<file path="config.mk">
export PLATFORM = sky130hd
export DESIGN_NAME = format_string_integer_formatter_core
export DESIGN_NICKNAME = d
export VERILOG_FILES = /design/src/rtl/fmtint_pkg.sv /design/src/rtl/fmtint_digit_unit.sv /design/src/rtl/format_string_integer_formatter_core.sv
export SDC_FILE = /design/constraint.sdc
export NUM_CORES = 1
export LEC_CHECK = 0
export ABC_AREA = 0
export BUFFER_PORTS_ARGS = -buffer_cell sky130_fd_sc_hd__buf_2
export CORE_ASPECT_RATIO = 1.4
export CORE_MARGIN = 2
export CORE_UTILIZATION = 40
export CTS_CLUSTER_DIAMETER = 150
export CTS_CLUSTER_SIZE = 8
export DETAILED_ROUTE_END_ITERATION = 10
export PLACE_DENSITY = 0.65
export REMOVE_ABC_BUFFERS = 1
export SYNTH_ARGS = -nofsm -noshare
export SYNTH_HDL_FRONTEND = slang
export SYNTH_SLANG_ARGS = --single-unit
export TNS_END_PERCENT = 100
</file>
<file path="constraint.sdc">
create_clock -name clk -period 3.9 [get_ports clk]
set_clock_uncertainty 0.1 [all_clocks]
set_input_delay 0.585 -clock clk [delete_from_list [all_inputs] [get_ports clk]]
set_output_delay 0.585 -clock clk [all_outputs]
set_load 0.03 [all_outputs]
</file>
<file path="src/rtl/fmtint_pkg.sv">
// Shared constants, types and helpers for the integer formatter core.
// Used by fmtint_digit_unit and format_string_integer_formatter_core.
// Has no dependencies of its own.
package fmtint_pkg;

  // Character codes used by the format parser and the digit emitter.
  localparam logic [7:0] CHAR_PERCENT = 8'h25;  // '%'
  localparam logic [7:0] CHAR_MINUS   = 8'h2D;  // '-'
  localparam logic [7:0] CHAR_ZERO    = 8'h30;  // '0'
  localparam logic [7:0] CHAR_UC_A    = 8'h41;  // 'A'
  localparam logic [7:0] CHAR_LC_C    = 8'h63;  // 'c'
  localparam logic [7:0] CHAR_LC_D    = 8'h64;  // 'd'
  localparam logic [7:0] CHAR_LC_O    = 8'h6F;  // 'o'
  localparam logic [7:0] CHAR_LC_X    = 8'h78;  // 'x'

  // At most this many characters are produced by one item.
  localparam int unsigned MAX_RESULTS = 12;
  localparam int unsigned NOUT_W      = 4;

  // Operations of the shared digit unit.
  typedef enum logic [2:0] {
    DU_HOLD,
    DU_LOAD_BIN,
    DU_LOAD_HEX,
    DU_LOAD_OCT,
    DU_DABBLE,
    DU_SHIFT
  } du_op_t;

  typedef struct packed {
    du_op_t op;
  } du_ctrl_t;

  // Maps a digit value 0..15 to its uppercase ASCII character.
  function automatic logic [7:0] digit_char(input logic [3:0] d);
    logic [7:0] dx;
    dx = {4'b0000, d};
    if (d > 4'd9) begin
      digit_char = CHAR_UC_A + dx - 8'd10;
    end else begin
      digit_char = CHAR_ZERO + dx;
    end
  endfunction

endpackage

</file>
<file path="src/rtl/fmtint_digit_unit.sv">
// Shared digit unit: holds the magnitude and its digit register, and runs
// one shift-add-3 step, a load or a digit shift per cycle.
// Depends on fmtint_pkg.
module fmtint_digit_unit #(
  parameter int ARG_WIDTH = 32
) (
  input  logic                  clk,
  input  fmtint_pkg::du_ctrl_t  ctrl,
  input  logic [ARG_WIDTH-1:0]  mag,
  output logic [3:0]            top_digit
);
  import fmtint_pkg::*;

  // Octal needs the most digits of the three bases.
  localparam int NDIG  = (ARG_WIDTH + 2) / 3;
  localparam int DIG_W = 4 * NDIG;
  localparam int OCT_W = 3 * NDIG;

  logic [ARG_WIDTH-1:0] bin_r, bin_nxt;
  logic [DIG_W-1:0]     dig_r, dig_nxt;
  logic [DIG_W-1:0]     adj;
  logic [DIG_W-1:0]     oct_dig;
  logic [OCT_W-1:0]     mag_oct;

  // Add 3 to every BCD digit of five or more before the shift.
  always_comb begin
    for (int i = 0; i < NDIG; i++) begin
      if (dig_r[4*i +: 4] >= 4'd5) begin
        adj[4*i +: 4] = dig_r[4*i +: 4] + 4'd3;
      end else begin
        adj[4*i +: 4] = dig_r[4*i +: 4];
      end
    end
  end

  // Spread the 3-bit octal groups into nibbles.
  assign mag_oct = OCT_W'(mag);
  always_comb begin
    for (int i = 0; i < NDIG; i++) begin
      oct_dig[4*i +: 4] = {1'b0, mag_oct[3*i +: 3]};
    end
  end

  always_comb begin
    bin_nxt = bin_r;
    dig_nxt = dig_r;
    case (ctrl.op)
      DU_HOLD: begin
      end
      DU_LOAD_BIN: begin
        bin_nxt = mag;
        dig_nxt = '0;
      end
      DU_LOAD_HEX: begin
        dig_nxt = DIG_W'(mag);
      end
      DU_LOAD_OCT: begin
        dig_nxt = oct_dig;
      end
      DU_DABBLE: begin
        dig_nxt = {adj[DIG_W-2:0], bin_r[ARG_WIDTH-1]};
        bin_nxt = {bin_r[ARG_WIDTH-2:0], 1'b0};
      end
      DU_SHIFT: begin
        dig_nxt = {dig_r[DIG_W-5:0], 4'b0000};
      end
      default: begin
      end
    endcase
  end

  always_ff @(posedge clk) begin
    bin_r <= bin_nxt;
    dig_r <= dig_nxt;
  end

  assign top_digit = dig_r[DIG_W-1 -: 4];

endmodule

</file>
<file path="src/rtl/format_string_integer_formatter_core.sv">
// Top level of the integer formatter: format-string parser, sequencer and
// output register around the shared digit unit.
// Depends on fmtint_pkg and fmtint_digit_unit.
//
// This core takes one format character per input item and writes the
// formatted text one character per output item, with out_tlast marking
// the final character that an input item causes. Ordinary characters are
// copied; '%' emits nothing and arms a conversion; the next character picks
// 'c' (low byte of the argument), 'd' (signed decimal), 'x' (signed
// uppercase hex) or 'o' (signed octal), and any other letter emits nothing.
// Numbers come most significant digit first with a leading '-' when
// negative, zero is written as "0", and at most twelve characters are
// written per item (the limit can cut a number short only when ARG_WIDTH
// is above 32). The core works on one item at a time and in_tready is low
// while an item is in progress. Hex and octal load the digit register,
// drop the leading zero digits of the padded register (ceil(ARG_WIDTH/3)
// digits) and then write one character per step. Decimal first runs
// ARG_WIDTH shift-add-3 steps through the shared digit unit, then follows
// the same leading-zero and emit steps. Skipped and written digits add up
// to the register's digit count unless the twelve-character limit cuts a
// number short. Every emitting step waits for the output register to be
// free, so a stalled consumer holds the core in its current step.
module format_string_integer_formatter_core #(
  parameter int ARG_WIDTH = 32
) (
  input  logic                                     clk,
  input  logic                                     rst_n,
  input  logic                                     in_tvalid,
  output logic                                     in_tready,
  // Fields from bit 0 up: fmt_char[7:0], arg_value[ARG_WIDTH-1:0], zero pad.
  input  logic [((8 + ARG_WIDTH + 7) / 8) * 8-1:0] in_tdata,
  output logic                                     out_tvalid,
  input  logic                                     out_tready,
  // Fields from bit 0 up: out_char[7:0].
  output logic [7:0]                               out_tdata,
  output logic                                     out_tlast
);
  import fmtint_pkg::*;

  // Number of nibbles in the digit register, and the counter width that
  // covers both the shift-add-3 bit count and the digit count.
  localparam int NDIG = (ARG_WIDTH + 2) / 3;
  localparam int CW   = $clog2(ARG_WIDTH + 1);

  typedef enum logic [2:0] {
    ST_IDLE,
    ST_CONV,
    ST_SKIP,
    ST_SIGN,
    ST_DIGS
  } state_t;

  state_t              state_r, state_nxt;
  logic                pend_r, pend_nxt;
  logic                neg_r, neg_nxt;
  logic [CW-1:0]       cnt_r, cnt_nxt;
  logic [NOUT_W-1:0]   nout_r, nout_nxt;
  logic                out_valid_r, out_valid_nxt;
  logic [7:0]          out_char_r, out_char_nxt;
  logic                out_last_r, out_last_nxt;

  logic [7:0]           fmt_char;
  logic [ARG_WIDTH-1:0] arg_value;
  logic [ARG_WIDTH-1:0] mag;
  logic                 slot_free;
  logic                 in_fire;
  logic                 last_digit;
  logic [3:0]           top_digit;
  du_ctrl_t             du_ctrl;

  assign fmt_char  = in_tdata[7:0];
  assign arg_value = in_tdata[8 +: ARG_WIDTH];

  // The most negative value negates to itself, which read unsigned is
  // exactly its magnitude.
  assign mag = arg_value[ARG_WIDTH-1] ? ARG_WIDTH'(~arg_value + 1'b1) : arg_value;

  // The output register can take a new character when it is empty or its
  // current character leaves in this cycle.
  assign slot_free = !out_valid_r || out_tready;
  assign in_tready = (state_r == ST_IDLE) && slot_free;
  assign in_fire   = in_tvalid && in_tready;

  assign last_digit = (cnt_r == CW'(1)) || (nout_r == NOUT_W'(MAX_RESULTS - 1));

  fmtint_digit_unit #(
    .ARG_WIDTH (ARG_WIDTH)
  ) u_digit (
    .clk       (clk),
    .ctrl      (du_ctrl),
    .mag       (mag),
    .top_digit (top_digit)
  );

  always_comb begin
    state_nxt     = state_r;
    pend_nxt      = pend_r;
    neg_nxt       = neg_r;
    cnt_nxt       = cnt_r;
    nout_nxt      = nout_r;
    out_valid_nxt = out_valid_r && !out_tready;
    out_char_nxt  = out_char_r;
    out_last_nxt  = out_last_r;
    du_ctrl.op    = DU_HOLD;

    case (state_r)
      ST_IDLE: begin
        if (in_fire) begin
          nout_nxt = '0;
          neg_nxt  = arg_value[ARG_WIDTH-1];
          if (pend_r) begin
            pend_nxt = 1'b0;
            case (fmt_char)
              CHAR_LC_C: begin
                out_valid_nxt = 1'b1;
                out_char_nxt  = arg_value[7:0];
                out_last_nxt  = 1'b1;
              end
              CHAR_LC_D: begin
                du_ctrl.op = DU_LOAD_BIN;
                cnt_nxt    = CW'(ARG_WIDTH);
                state_nxt  = ST_CONV;
              end
              CHAR_LC_X: begin
                du_ctrl.op = DU_LOAD_HEX;
                cnt_nxt    = CW'(NDIG);
                state_nxt  = ST_SKIP;
              end
              CHAR_LC_O: begin
                du_ctrl.op = DU_LOAD_OCT;
                cnt_nxt    = CW'(NDIG);
                state_nxt  = ST_SKIP;
              end
              default: begin
              end
            endcase
          end else if (fmt_char == CHAR_PERCENT) begin
            pend_nxt = 1'b1;
          end else begin
            out_valid_nxt = 1'b1;
            out_char_nxt  = fmt_char;
            out_last_nxt  = 1'b1;
          end
        end
      end
      // One shift-add-3 step per cycle turns the magnitude into BCD.
      ST_CONV: begin
        du_ctrl.op = DU_DABBLE;
        cnt_nxt    = cnt_r - CW'(1);
        if (cnt_r == CW'(1)) begin
          cnt_nxt   = CW'(NDIG);
          state_nxt = ST_SKIP;
        end
      end
      // Drop leading zero digits, keeping at least one for a zero value.
      ST_SKIP: begin
        if (top_digit == 4'd0 && cnt_r != CW'(1)) begin
          du_ctrl.op = DU_SHIFT;
          cnt_nxt    = cnt_r - CW'(1);
        end else if (neg_r) begin
          state_nxt = ST_SIGN;
        end else begin
          state_nxt = ST_DIGS;
        end
      end
      ST_SIGN: begin
        if (slot_free) begin
          out_valid_nxt = 1'b1;
          out_char_nxt  = CHAR_MINUS;
          out_last_nxt  = 1'b0;
          nout_nxt      = nout_r + NOUT_W'(1);
          state_nxt     = ST_DIGS;
        end
      end
      ST_DIGS: begin
        if (slot_free) begin
          out_valid_nxt = 1'b1;
          out_char_nxt  = digit_char(top_digit);
          out_last_nxt  = last_digit;
          du_ctrl.op    = DU_SHIFT;
          cnt_nxt       = cnt_r - CW'(1);
          nout_nxt      = nout_r + NOUT_W'(1);
          if (last_digit) begin
            state_nxt = ST_IDLE;
          end
        end
      end
      default: begin
        state_nxt = ST_IDLE;
      end
    endcase
  end

  always_ff @(posedge clk) begin
    if (!rst_n) begin
      state_r     <= ST_IDLE;
      pend_r      <= 1'b0;
      out_valid_r <= 1'b0;
    end else begin
      state_r     <= state_nxt;
      pend_r      <= pend_nxt;
      out_valid_r <= out_valid_nxt;
    end
    neg_r      <= neg_nxt;
    cnt_r      <= cnt_nxt;
    nout_r     <= nout_nxt;
    out_char_r <= out_char_nxt;
    out_last_r <= out_last_nxt;
  end

  assign out_tvalid = out_valid_r;
  assign out_tdata  = out_char_r;
  assign out_tlast  = out_last_r;

endmodule
</file>
==> results.sh, run 1 <==
export IMPL_run_status="complete, no violations"
export IMPL_r2r_slack_ns=0.82
export IMPL_finalCritPeriodShare_pct=79.1
export IMPL_critPathKind="reg -> reg"
export IMPL_worstPathMaxFanout=29
export IMPL_avgRoutedWirePerCell_microns=18.5
export IMPL_clock_sinks=101
export IMPL_cts_root_buf="clkbuf_16"
export IMPL_critPathLaunch="state_r[0]"
export IMPL_maxCapViolCount=0
export IMPL_dieHeight_microns=157
export IMPL_cts_setup_buffers=0
export IMPL_die_w_microns=113
export IMPL_crit_cells=5
export IMPL_drt_total_wl_microns=16900
export IMPL_slew_headroom_pct=25.4
export IMPL_grt_pass1_wl_microns=26900
export IMPL_hp_class="in -> reg"
export IMPL_hpwl_microns=12100
export IMPL_cts_buffers=9
export IMPL_via_count=5541
export IMPL_final_cell_area_sq_um=7430
export IMPL_required_ns=3.85
export IMPL_viasPerCell=6.06
export IMPL_seqPwrFrac_pct=51.9
export IMPL_ios=55
export IMPL_dr_pass1_iters=5
export IMPL_p_sw_share_pct=24.5
export IMPL_syn2layout_area_growth_pct=10.9
export IMPL_p_sw_mw=0.564
export IMPL_synthCells=669
export IMPL_final_common_cell="edfxtp_1"
export IMPL_post_route_util_pct=44.7
export IMPL_synth_area_leaders="edfxtp_1, a21oi_1, ha_1, xor2_1, o221ai_1"
export IMPL_start_util_pct=40.3
export IMPL_power_density_nw_per_um2=310
export IMPL_max_stage_delay_ns=0.94
export IMPL_worst_pin_slew_ns=1.12
export IMPL_port_buffers=54
export IMPL_nets=778
export IMPL_die_area_sq_um=17800
export IMPL_yosysUniqueCellTypes=64
export IMPL_htreeDepth=3
export IMPL_grt_pass1_vias=5499
export IMPL_drtIter0Drc=404
export IMPL_core_sq_um=16600
export IMPL_async_flop_share_pct=0
export IMPL_reg2reg_from="state_r[0]"
export IMPL_final_cell_mix="edfxtp_1, a21oi_1, nor2_1"
export IMPL_pwr_share_clk_pct=39.8
export IMPL_cts_resized=0
export IMPL_synth_enable_flop_cells=96
export IMPL_cp_arrival_ns=3.04
export IMPL_antenna_found_initial=0
export IMPL_cts_buffer_depth=2
export IMPL_setup_viol=0
export IMPL_seq_area_frac_synth_pct=44.5
export IMPL_startpoint_type="flip-flop"
export IMPL_synth_area_sq_um=6700
export IMPL_insertion_delay_ns=0.36
export IMPL_layout_min_cycle_time_ns=3.08
export IMPL_leakagePower_nw=2.67
export IMPL_antennaDiodeCount=0
export IMPL_synth_top_area_cell="edfxtp_1"
export IMPL_grt_overflow_total=0
export IMPL_placed_area_sq_um=7130
export IMPL_reg2reg_to="u_digit.dig_r[30]"
export IMPL_hold_buffers=0
export IMPL_drv_slew=0
export IMPL_cp_top_family="compound AO/OA/AOI/OAI gates"
export IMPL_hold_viol=0
export IMPL_grt_setup_unrepaired="false"
export IMPL_pwr_share_comb_pct=8.4
export IMPL_core_rowCount=56
export IMPL_synth_top_area_share_pct=43.0
export IMPL_grt_max_degree=45
export IMPL_n_fill_cell=1529
export IMPL_cp_slowest_cell="a211o_1"
export IMPL_cts_tree="built"
export IMPL_reg2reg_depth=5
export IMPL_gp_congestion=0.870
export IMPL_path_buf_inv=0
export IMPL_clk_pin_slew_worst_paths_ns=0.08
export IMPL_endpoint_kind="flip-flop"
export IMPL_synth_seq_cells=101
export IMPL_finalPower_mw=2.30
export IMPL_ir_drop_v=0.000161
export IMPL_p_int_mw=1.74
export IMPL_final_layout_size_suffix_gt1_share_pct=13.8
export IMPL_synth_ff_type="edfxtp_1"
export IMPL_antenna_left=0
export IMPL_endpoint="u_digit.dig_r[30]"
export IMPL_syn_area_per_cell_sq_um=10.0
export IMPL_worstPathCellList="nor2_1, and2_1, a22oi_1, a211o_1, o221ai_1"
export IMPL_track_usage_pct=18.8
export IMPL_min_from="rst_n"
export IMPL_fmax_mhz=324
export IMPL_drcViolationCount=0
export IMPL_yosys_warnings=0
==> synth_stat cells, types with 3 or more instances <==
| cell type | n |
|---|---|
| edfxtp_1 | 96 |
| a21oi_1 | 76 |
| nor2_1 | 56 |
| nand2_1 | 42 |
| o21ai_0 | 39 |
| inv_1 | 34 |
| xor2_1 | 32 |
| o221ai_1 | 29 |
| ha_1 | 27 |
| clkbuf_1 | 21 |
| nor3b_1 | 20 |
| a22oi_1 | 19 |
| mux2i_1 | 19 |
| xnor2_1 | 15 |
| nand2b_1 | 12 |
| nand3_1 | 9 |
| o41ai_1 | 9 |
| and2_1 | 8 |
| buf_2 | 8 |
| nor2b_1 | 8 |
| o31ai_1 | 7 |
| a2bb2oi_1 | 6 |
| nand4_1 | 6 |
| nor3_1 | 6 |
| dfxtp_1 | 5 |
| o22ai_1 | 5 |
| a31oi_1 | 4 |
| o221ai_2 | 3 |
| or3_1 | 3 |
| or4_4 | 3 |
==> logic make-up (layout without fill, tap and decap cells) <==
family                   after synthesis  in the layout  synth area share (%)
buffers and inverters                 68            111                  4.20
XOR/XNOR                              48             48                  6.39
flip-flops                           101            101                  44.5
AO/OA/AOI/OAI                        213            213                  21.3
adder cells (fa/ha/maj)               27             27                  5.04
AND/OR/NAND/NOR                      193            193                  15.6
multiplexers                          19             19                  2.84
==> layer usage <==
layer  GRT usage (%)  share of wire (%)  up-vias
met4            9.12                4.0        0
met3            2.54                6.0       51
met2            33.2                 50      222
li1                -                  -     2606
met5               0                  0        -
met1            22.4                 40     2662
==> per-stage QoR <==
stage	TNS [ns]	worst slack (ns)	hold slack, ns	cells
after floorplan	-47.95	-0.731	0.396	635
after global placement	0	0.780	0.424	899
after detailed placement	0	0.671	0.430	899
after CTS	0	0.835	0.418	915
after global routing	0	0.631	0.426	915
final	0	0.815	0.425	915
==> layout make-up <==
type / instances / area, sq um / area share [%]
clock buffer: 10 / 250 / 3.37
clock inverter: 6 / 50.0 / 0.674
inverter: 34 / 128 / 1.72
multi-input combinational: 500 / 3440 / 46.3
sequential: 101 / 2980 / 40.2
tap: 203 / 254 / 3.42
timing repair buffer: 61 / 323 / 4.35
==> worst min-delay path by stage <==
stage	end	cells past startpoint
after CTS	out_tvalid	2
after detailed placement	u_digit.bin_r[31]	2
after floorplan	u_digit.bin_r[31]	2
after global placement	u_digit.bin_r[31]	2
after global routing	out_tvalid	2
final	out_tvalid	2
==> worst reg2reg max path, cell delays in order (launching register included) <==
cell and delay [ns]:
dfxtp_1 0.71, nor2_1 0.14, and2_1 0.29, a22oi_1 0.32, a211o_1 0.94, o221ai_1 0.29
==> sequential cells by signal, indices dropped and copies added (netlist names) <==
| name | count |
|---|---|
| out_tvalid | 1 |
| pend_r | 1 |
| u_digit.bin_r | 32 |
| cnt_r | 6 |
| neg_r | 1 |
| u_digit.dig_r | 44 |
| state_r | 3 |
| nout_r | 4 |
| out_tlast | 1 |
| out_tdata | 8 |
==> power by group through the flow <==
stage               Combinational (mW)  Sequential, mW  Clock, mW
floorplan                       0.0923            1.23          0
global placement                 0.187            1.22          0
detailed placement               0.191            1.22          0
CTS                              0.191            1.19      0.928
global route                     0.210            1.19      0.962
finish                           0.192            1.19      0.914
Note: power is estimated with default switching activity, not from simulation.
==> inputs of run 2 (changes only) <==
--- a/config.mk
+++ b/config.mk
@@ -5,7 +5,7 @@
 export SDC_FILE = /design/constraint.sdc
 export NUM_CORES = 1
 export LEC_CHECK = 0
-export ABC_AREA = 0
+export ABC_AREA = 1
 export BUFFER_PORTS_ARGS = -buffer_cell sky130_fd_sc_hd__buf_2
 export CORE_ASPECT_RATIO = 1.4
 export CORE_MARGIN = 2
==> constraint.sdc (replaced) <==
create_clock -name clk -period 2.6 [get_ports clk]
set_clock_uncertainty 0.1 [all_clocks]
set_input_delay 0.39 -clock clk [delete_from_list [all_inputs] [get_ports clk]]
set_output_delay 0.39 -clock clk [all_outputs]
set_load 0.03 [all_outputs]
==> results.sh, run 2 <==
export IMPL_run_status="complete, no violations"
export IMPL_cts_tree="built"
export IMPL_yosysUniqueCellTypes=43
export IMPL_core_sq_um=17400
export IMPL_cts_buffer_depth=2
export IMPL_finalCritPeriodShare_pct=89.5
export IMPL_ios=55
export IMPL_final_layout_size_suffix_gt1_share_pct=11.3
export IMPL_avgRoutedWirePerCell_microns=15.8
export IMPL_core_rowCount=57
export IMPL_maxCapViolCount=0
export IMPL_grt_setup_unrepaired="false"
export IMPL_drt_total_wl_microns=19800
export IMPL_cts_root_buf="clkbuf_16"
export IMPL_via_count=6596
export IMPL_synth_top_area_share_pct=40.6
export IMPL_antenna_found_initial=0
export IMPL_synth_area_sq_um=7100
export IMPL_startpoint_type="flip-flop"
export IMPL_drcViolationCount=0
export IMPL_grt_pass1_wl_microns=31800
export IMPL_die_w_microns=117
export IMPL_async_flop_share_pct=0
export IMPL_layout_min_cycle_time_ns=2.33
export IMPL_yosysMostFrequentCell="nand2_1"
export IMPL_port_buffers=54
export IMPL_cts_setup_buffers=0
export IMPL_slew_headroom_pct=68.9
export IMPL_placed_area_sq_um=7740
export IMPL_hpwl_microns=14900
export IMPL_grt_max_degree=45
export IMPL_hold_viol=0
export IMPL_synth_seq_cells=101
export IMPL_pwr_share_clk_pct=28.3
export IMPL_dieHeight_microns=162
export IMPL_syn_area_per_cell_sq_um=7.51
export IMPL_power_density_nw_per_um2=643
export IMPL_leakagePower_nw=3.54
export IMPL_antenna_left=0
export IMPL_dr_pass1_iters=5
export IMPL_cp_arrival_ns=2.45
export IMPL_n_fill_cell=1827
export IMPL_nets=1078
export IMPL_syn2layout_area_growth_pct=13.5
export IMPL_viasPerCell=5.29
export IMPL_track_usage_pct=21.8
export IMPL_start_util_pct=40.8
export IMPL_final_common_cell="nand2_1"
export IMPL_htreeDepth=3
export IMPL_grt_pass1_vias=6257
export IMPL_hp_class="in -> reg"
export IMPL_p_sw_share_pct=35.2
export IMPL_synthCells=945
export IMPL_final_cell_area_sq_um=8060
export IMPL_endpoint_kind="flip-flop"
export IMPL_cts_resized=0
export IMPL_worst_pin_slew_ns=0.466
export IMPL_critPathKind="reg -> reg"
export IMPL_seq_area_frac_synth_pct=42.0
export IMPL_grt_overflow_total=0
export IMPL_setup_viol=0
export IMPL_pwr_share_comb_pct=27.9
export IMPL_cts_buffers=9
export IMPL_drtIter0Drc=682
export IMPL_hold_buffers=0
export IMPL_setup_ws_ns=0.273
export IMPL_synth_commonest_cells="nand2_1, inv_1, edfxtp_1"
export IMPL_fin_cells=1248
export IMPL_insertion_delay_ns=0.36
export IMPL_clock_sinks=101
export IMPL_die_area_sq_um=18800
export IMPL_place_inst=1232
export IMPL_gp_congestion=0.869
export IMPL_synth_top_area_cell="edfxtp_1"
export IMPL_seqPwrFrac_pct=43.7
export IMPL_p_sw_mw=1.83
export IMPL_synth_ff_type="edfxtp_1"
export IMPL_synth_area_leaders="edfxtp_1, nand2_1, nand3_1, inv_1, nor2_1"
export IMPL_antennaDiodeCount=0
export IMPL_ir_drop_v=0.000289
export IMPL_holdWs_ns=0.215
export IMPL_largest_reg_flops=44
export IMPL_p_int_mw=3.36
export IMPL_fin_tns_setup_ns=0
export IMPL_largest_register="u_digit.dig_r"
export IMPL_yosys_warnings=0
export IMPL_clk_pin_slew_worst_paths_ns=0.08
export IMPL_fmax_mhz=430
export IMPL_r2r_slack_ns=0.27
export IMPL_final_cell_mix="nand2_1, inv_1, edfxtp_1"
export IMPL_dp_slack_ns=0.189
export IMPL_synth_enable_flop_cells=96
export IMPL_worstPathMaxFanout=26
export IMPL_required_ns=2.72
export IMPL_drv_slew=0
-- run 2: cell count changes after synthesis, sizes merged, moves of 11 or more --
cell    previous run  this run
mux2i             19         0
nand2             43       286
inv               34       109
nor3b             20         1
o221ai            32         1
nand3              9        80
xor2              33        18
a21oi             76        53
nor2              56        98
o21ai             40        69
nand2b            12         0
a22oi             19         8
-- run 2: per-layer routing --
metal	vias to the layer above	wire [microns]	track usage, %
li1	3298	-	-
met1	3095	8290	26.4
met5	-	0	0
met2	170	10200	39.3
met3	33	684	1.80
met4	0	556	8.61
-- run 2: power by group through the flow --
stage	clock [mW]	combinational, mW	sequential (mW)
finish	1.47	1.45	2.27
global route	1.55	1.63	2.30
CTS	1.49	1.45	2.27
detailed placement	0	1.44	2.30
global placement	0	1.43	2.30
floorplan	0	0.848	2.39
-- run 2: worst max-delay path: stages, from the launching register on --
cell	delay, ns
edfxtp_1	0.38
inv_1	0.14
ha_1	0.16
nor3b_1	0.18
nand3_1	0.16
nand2_4	0.24
inv_4	0.11
nand2_4	0.11
inv_4	0.06
nor2_8	0.34
nand2_1	0.11
nand3_1	0.09
-- run 2: final timing paths --
path                            depth (start not counted)           endpoint               from
worst max register to register                         11  u_digit.dig_r[38]  u_digit.dig_r[41]
worst min register to register                          2  u_digit.bin_r[28]  u_digit.bin_r[27]
worst max-delay path                                   11  u_digit.dig_r[38]  u_digit.dig_r[41]
worst min-delay path                                    3             pend_r              rst_n
-- run 2: layout make-up --
class / instances / area (sq um) / area share [%]
Inverter: 110 / 418 / 5.19
Tap cell: 236 / 295 / 3.66
Sequential cell: 101 / 2980 / 37.0
Timing Repair Buffer: 75 / 453 / 5.62
Multi-Input combinational cell: 710 / 3590 / 44.6
Clock inverter: 7 / 91.3 / 1.13
Clock buffer: 9 / 225 / 2.79
-- run 2: through the flow --
stage | utilization, % | total power, mW
after floorplan | - | 3.24
after global placement | 44.5 | 3.73
after detailed placement | 44.5 | 3.75
after CTS | 46.3 | 5.21
after global routing | 46.3 | 5.48
final | 46.3 | 5.19
-- run 2: kinds of logic (layout without fill, tap and decap cells) --
kind of cell | Yosys count | in the layout | share of synthesized area, %
and+or+nand+nor | 495 | 495 | 29.7
xor gates and xnor gates | 23 | 23 | 2.84
adders and majority gates | 27 | 27 | 4.76
DFF | 101 | 101 | 42.0
buffers and inverters | 134 | 201 | 7.69
AOI/OAI and AO/OA | 165 | 165 | 13.0
==> inputs of run 3 (changes only) <==
--- a/config.mk
+++ b/config.mk
@@ -13,8 +13,9 @@
 export CTS_CLUSTER_DIAMETER = 150
 export CTS_CLUSTER_SIZE = 8
 export DETAILED_ROUTE_END_ITERATION = 10
-export PLACE_DENSITY = 0.65
+export PLACE_DENSITY = 0.63
 export REMOVE_ABC_BUFFERS = 1
+export SLEW_MARGIN = 15
 export SYNTH_ARGS = -nofsm -noshare
 export SYNTH_HDL_FRONTEND = slang
 export SYNTH_SLANG_ARGS = --single-unit
==> constraint.sdc (replaced) <==
create_clock -name clk -period 2.7 [get_ports clk]
set_clock_uncertainty 0.1 [all_clocks]
set_input_delay 0.405 -clock clk [delete_from_list [all_inputs] [get_ports clk]]
set_output_delay 0.405 -clock clk [all_outputs]
set_load 0.03 [all_outputs]
==> results.sh, run 3 (synthesis gave the netlist of run 2 again) <==
export IMPL_post_route_util_pct=46.0
export IMPL_largest_register="u_digit.dig_r"
export IMPL_core_sq_um=17400
export IMPL_port_buffers=54
export IMPL_antenna_found_initial=0
export IMPL_core_rowCount=57
export IMPL_crit_path_frequent_cell="nand2_4"
export IMPL_max_stage_delay_ns=0.55
export IMPL_clock_sinks=101
export IMPL_cts_resized=0
export IMPL_htreeDepth=3
export IMPL_die_w_microns=117
export IMPL_path_buf_inv=2
export IMPL_power_density_nw_per_um2=609
export IMPL_grt_pass1_vias=6391
export IMPL_required_ns=2.81
export IMPL_avgRoutedWirePerCell_microns=16.1
export IMPL_final_cell_area_sq_um=8000
export IMPL_hold_viol=0
export IMPL_run_status="complete, no violations"
export IMPL_largest_reg_flops=44
export IMPL_startpoint_type="flip-flop"
export IMPL_dp_slack_ns=0.127
export IMPL_cp_top_family="simple AND/OR/NAND/NOR gates"
export IMPL_cts_tree="built"
export IMPL_cp_arrival_ns=2.62
export IMPL_endpoint_kind="flip-flop"
export IMPL_dieHeight_microns=162
export IMPL_hp_class="in -> reg"
export IMPL_hpwl_microns=14900
export IMPL_drcViolationCount=0
export IMPL_slew_headroom_pct=54.7
export IMPL_viasPerCell=5.35
export IMPL_grt_overflow_total=0
export IMPL_hold_buffers=0
export IMPL_drtIter0Drc=593
export IMPL_cts_buffers=9
export IMPL_dr_pass1_iters=5
export IMPL_worst_pin_slew_ns=0.673
export IMPL_clk_pin_slew_worst_paths_ns=0.09
export IMPL_nets=1073
export IMPL_setup_viol=0
export IMPL_final_cell_mix="nand2_1, inv_1, edfxtp_1"
export IMPL_cts_setup_buffers=0
export IMPL_placed_area_sq_um=7710
export IMPL_start_util_pct=40.8
export IMPL_worstPathMaxFanout=17
export IMPL_fmax_mhz=398
export IMPL_cp_slowest_cell="nor2_2"
export IMPL_leakagePower_nw=3.50
export IMPL_ir_drop_v=0.000275
export IMPL_final_layout_size_suffix_gt1_share_pct=10.7
export IMPL_grt_setup_unrepaired="false"
export IMPL_antennaDiodeCount=0
export IMPL_drt_total_wl_microns=20000
export IMPL_finalCritPeriodShare_pct=93.0
export IMPL_p_sw_share_pct=35.8
export IMPL_maxCapViolCount=0
export IMPL_syn2layout_area_growth_pct=12.7
export IMPL_cts_buffer_depth=2
export IMPL_pwr_share_clk_pct=26.7
export IMPL_setup_ws_ns=0.190
export IMPL_worstPathCellList="inv_1, ha_1, nor3b_1, nand3_1, nand2_4, inv_4, nand2_4, nor2_2, nand2_1, nand3b_1"
export IMPL_via_count=6654
export IMPL_gp_congestion=0.889
export IMPL_cts_root_buf="clkbuf_16"
export IMPL_grt_max_degree=45
export IMPL_grt_pass1_wl_microns=31700
export IMPL_drv_slew=0
export IMPL_layout_min_cycle_time_ns=2.51
export IMPL_insertion_delay_ns=0.36
export IMPL_seqPwrFrac_pct=44.9
export IMPL_p_sw_mw=1.74
export IMPL_antenna_left=0
export IMPL_p_int_mw=3.13
export IMPL_fin_cells=1243
export IMPL_ios=55
export IMPL_pwr_share_comb_pct=28.4
export IMPL_die_area_sq_um=18800
export IMPL_track_usage_pct=21.6
export IMPL_final_common_cell="nand2_1"
export IMPL_critPathKind="reg -> reg"
export IMPL_place_inst=1226
## run 3: area by class of cell
| cell class | count | area [sq um] |
|---|---|---|
| multi-input cells | 711 | 3600 |
| inverters | 110 | 418 |
| clock buffers | 10 | 229 |
| fillers | 1834 | 9400 |
| flip-flops and latches | 101 | 2980 |
| well taps | 236 | 295 |
| clock inverters | 6 | 53.8 |
| repair buffers | 69 | 420 |
## run 3: stage by stage
step                hold slack [ns]  total power [mW]  setup TNS, ns
detailed placement            0.407              3.60              0
global placement              0.404              3.59              0
CTS                           0.218              4.90              0
global route                  0.227              5.16              0
floorplan                     0.387              3.12        -108.24
finish                        0.230              4.87              0
## run 3: worst paths after layout
path	to	depth (start not counted)	slack (ns)	start
min reg2reg	u_digit.dig_r[0]	2	0.42	u_digit.bin_r[31]
max	u_digit.dig_r[12]	10	0.19	u_digit.dig_r[40]
min	pend_r	3	0.23	rst_n
max reg2reg	u_digit.dig_r[12]	10	0.19	u_digit.dig_r[40]
## run 3: power by group through the flow
stage	logic [mW]	clock network, mW	registers, mW
3_5_place_dp	1.38	0	2.22
3_3_place_gp	1.37	0	2.21
2_1_floorplan	0.817	0	2.30
5_1_grt	1.56	1.39	2.22
4_1_cts	1.39	1.33	2.19
6_report	1.39	1.30	2.19
## run 3: metal layers
| metal | vias up | part of all wire [%] | track usage [%] |
|---|---|---|---|
| li1 | 3290 | - | - |
| met1 | 3117 | 41 | 26.0 |
| met2 | 205 | 51 | 38.2 |
| met3 | 42 | 4.2 | 3.00 |
| met4 | 0 | 3.2 | 8.82 |
| met5 | - | 0 | 0 |
## run 3: worst register-to-register path: stages, from the launching register on
cell and delay (ns):
edfxtp_1 0.41, inv_1 0.11, ha_1 0.20, nor3b_1 0.14, nand3_1 0.15, nand2_4 0.18, inv_4 0.19, nand2_4 0.11
nor2_2 0.55, nand2_1 0.11, nand3b_1 0.13
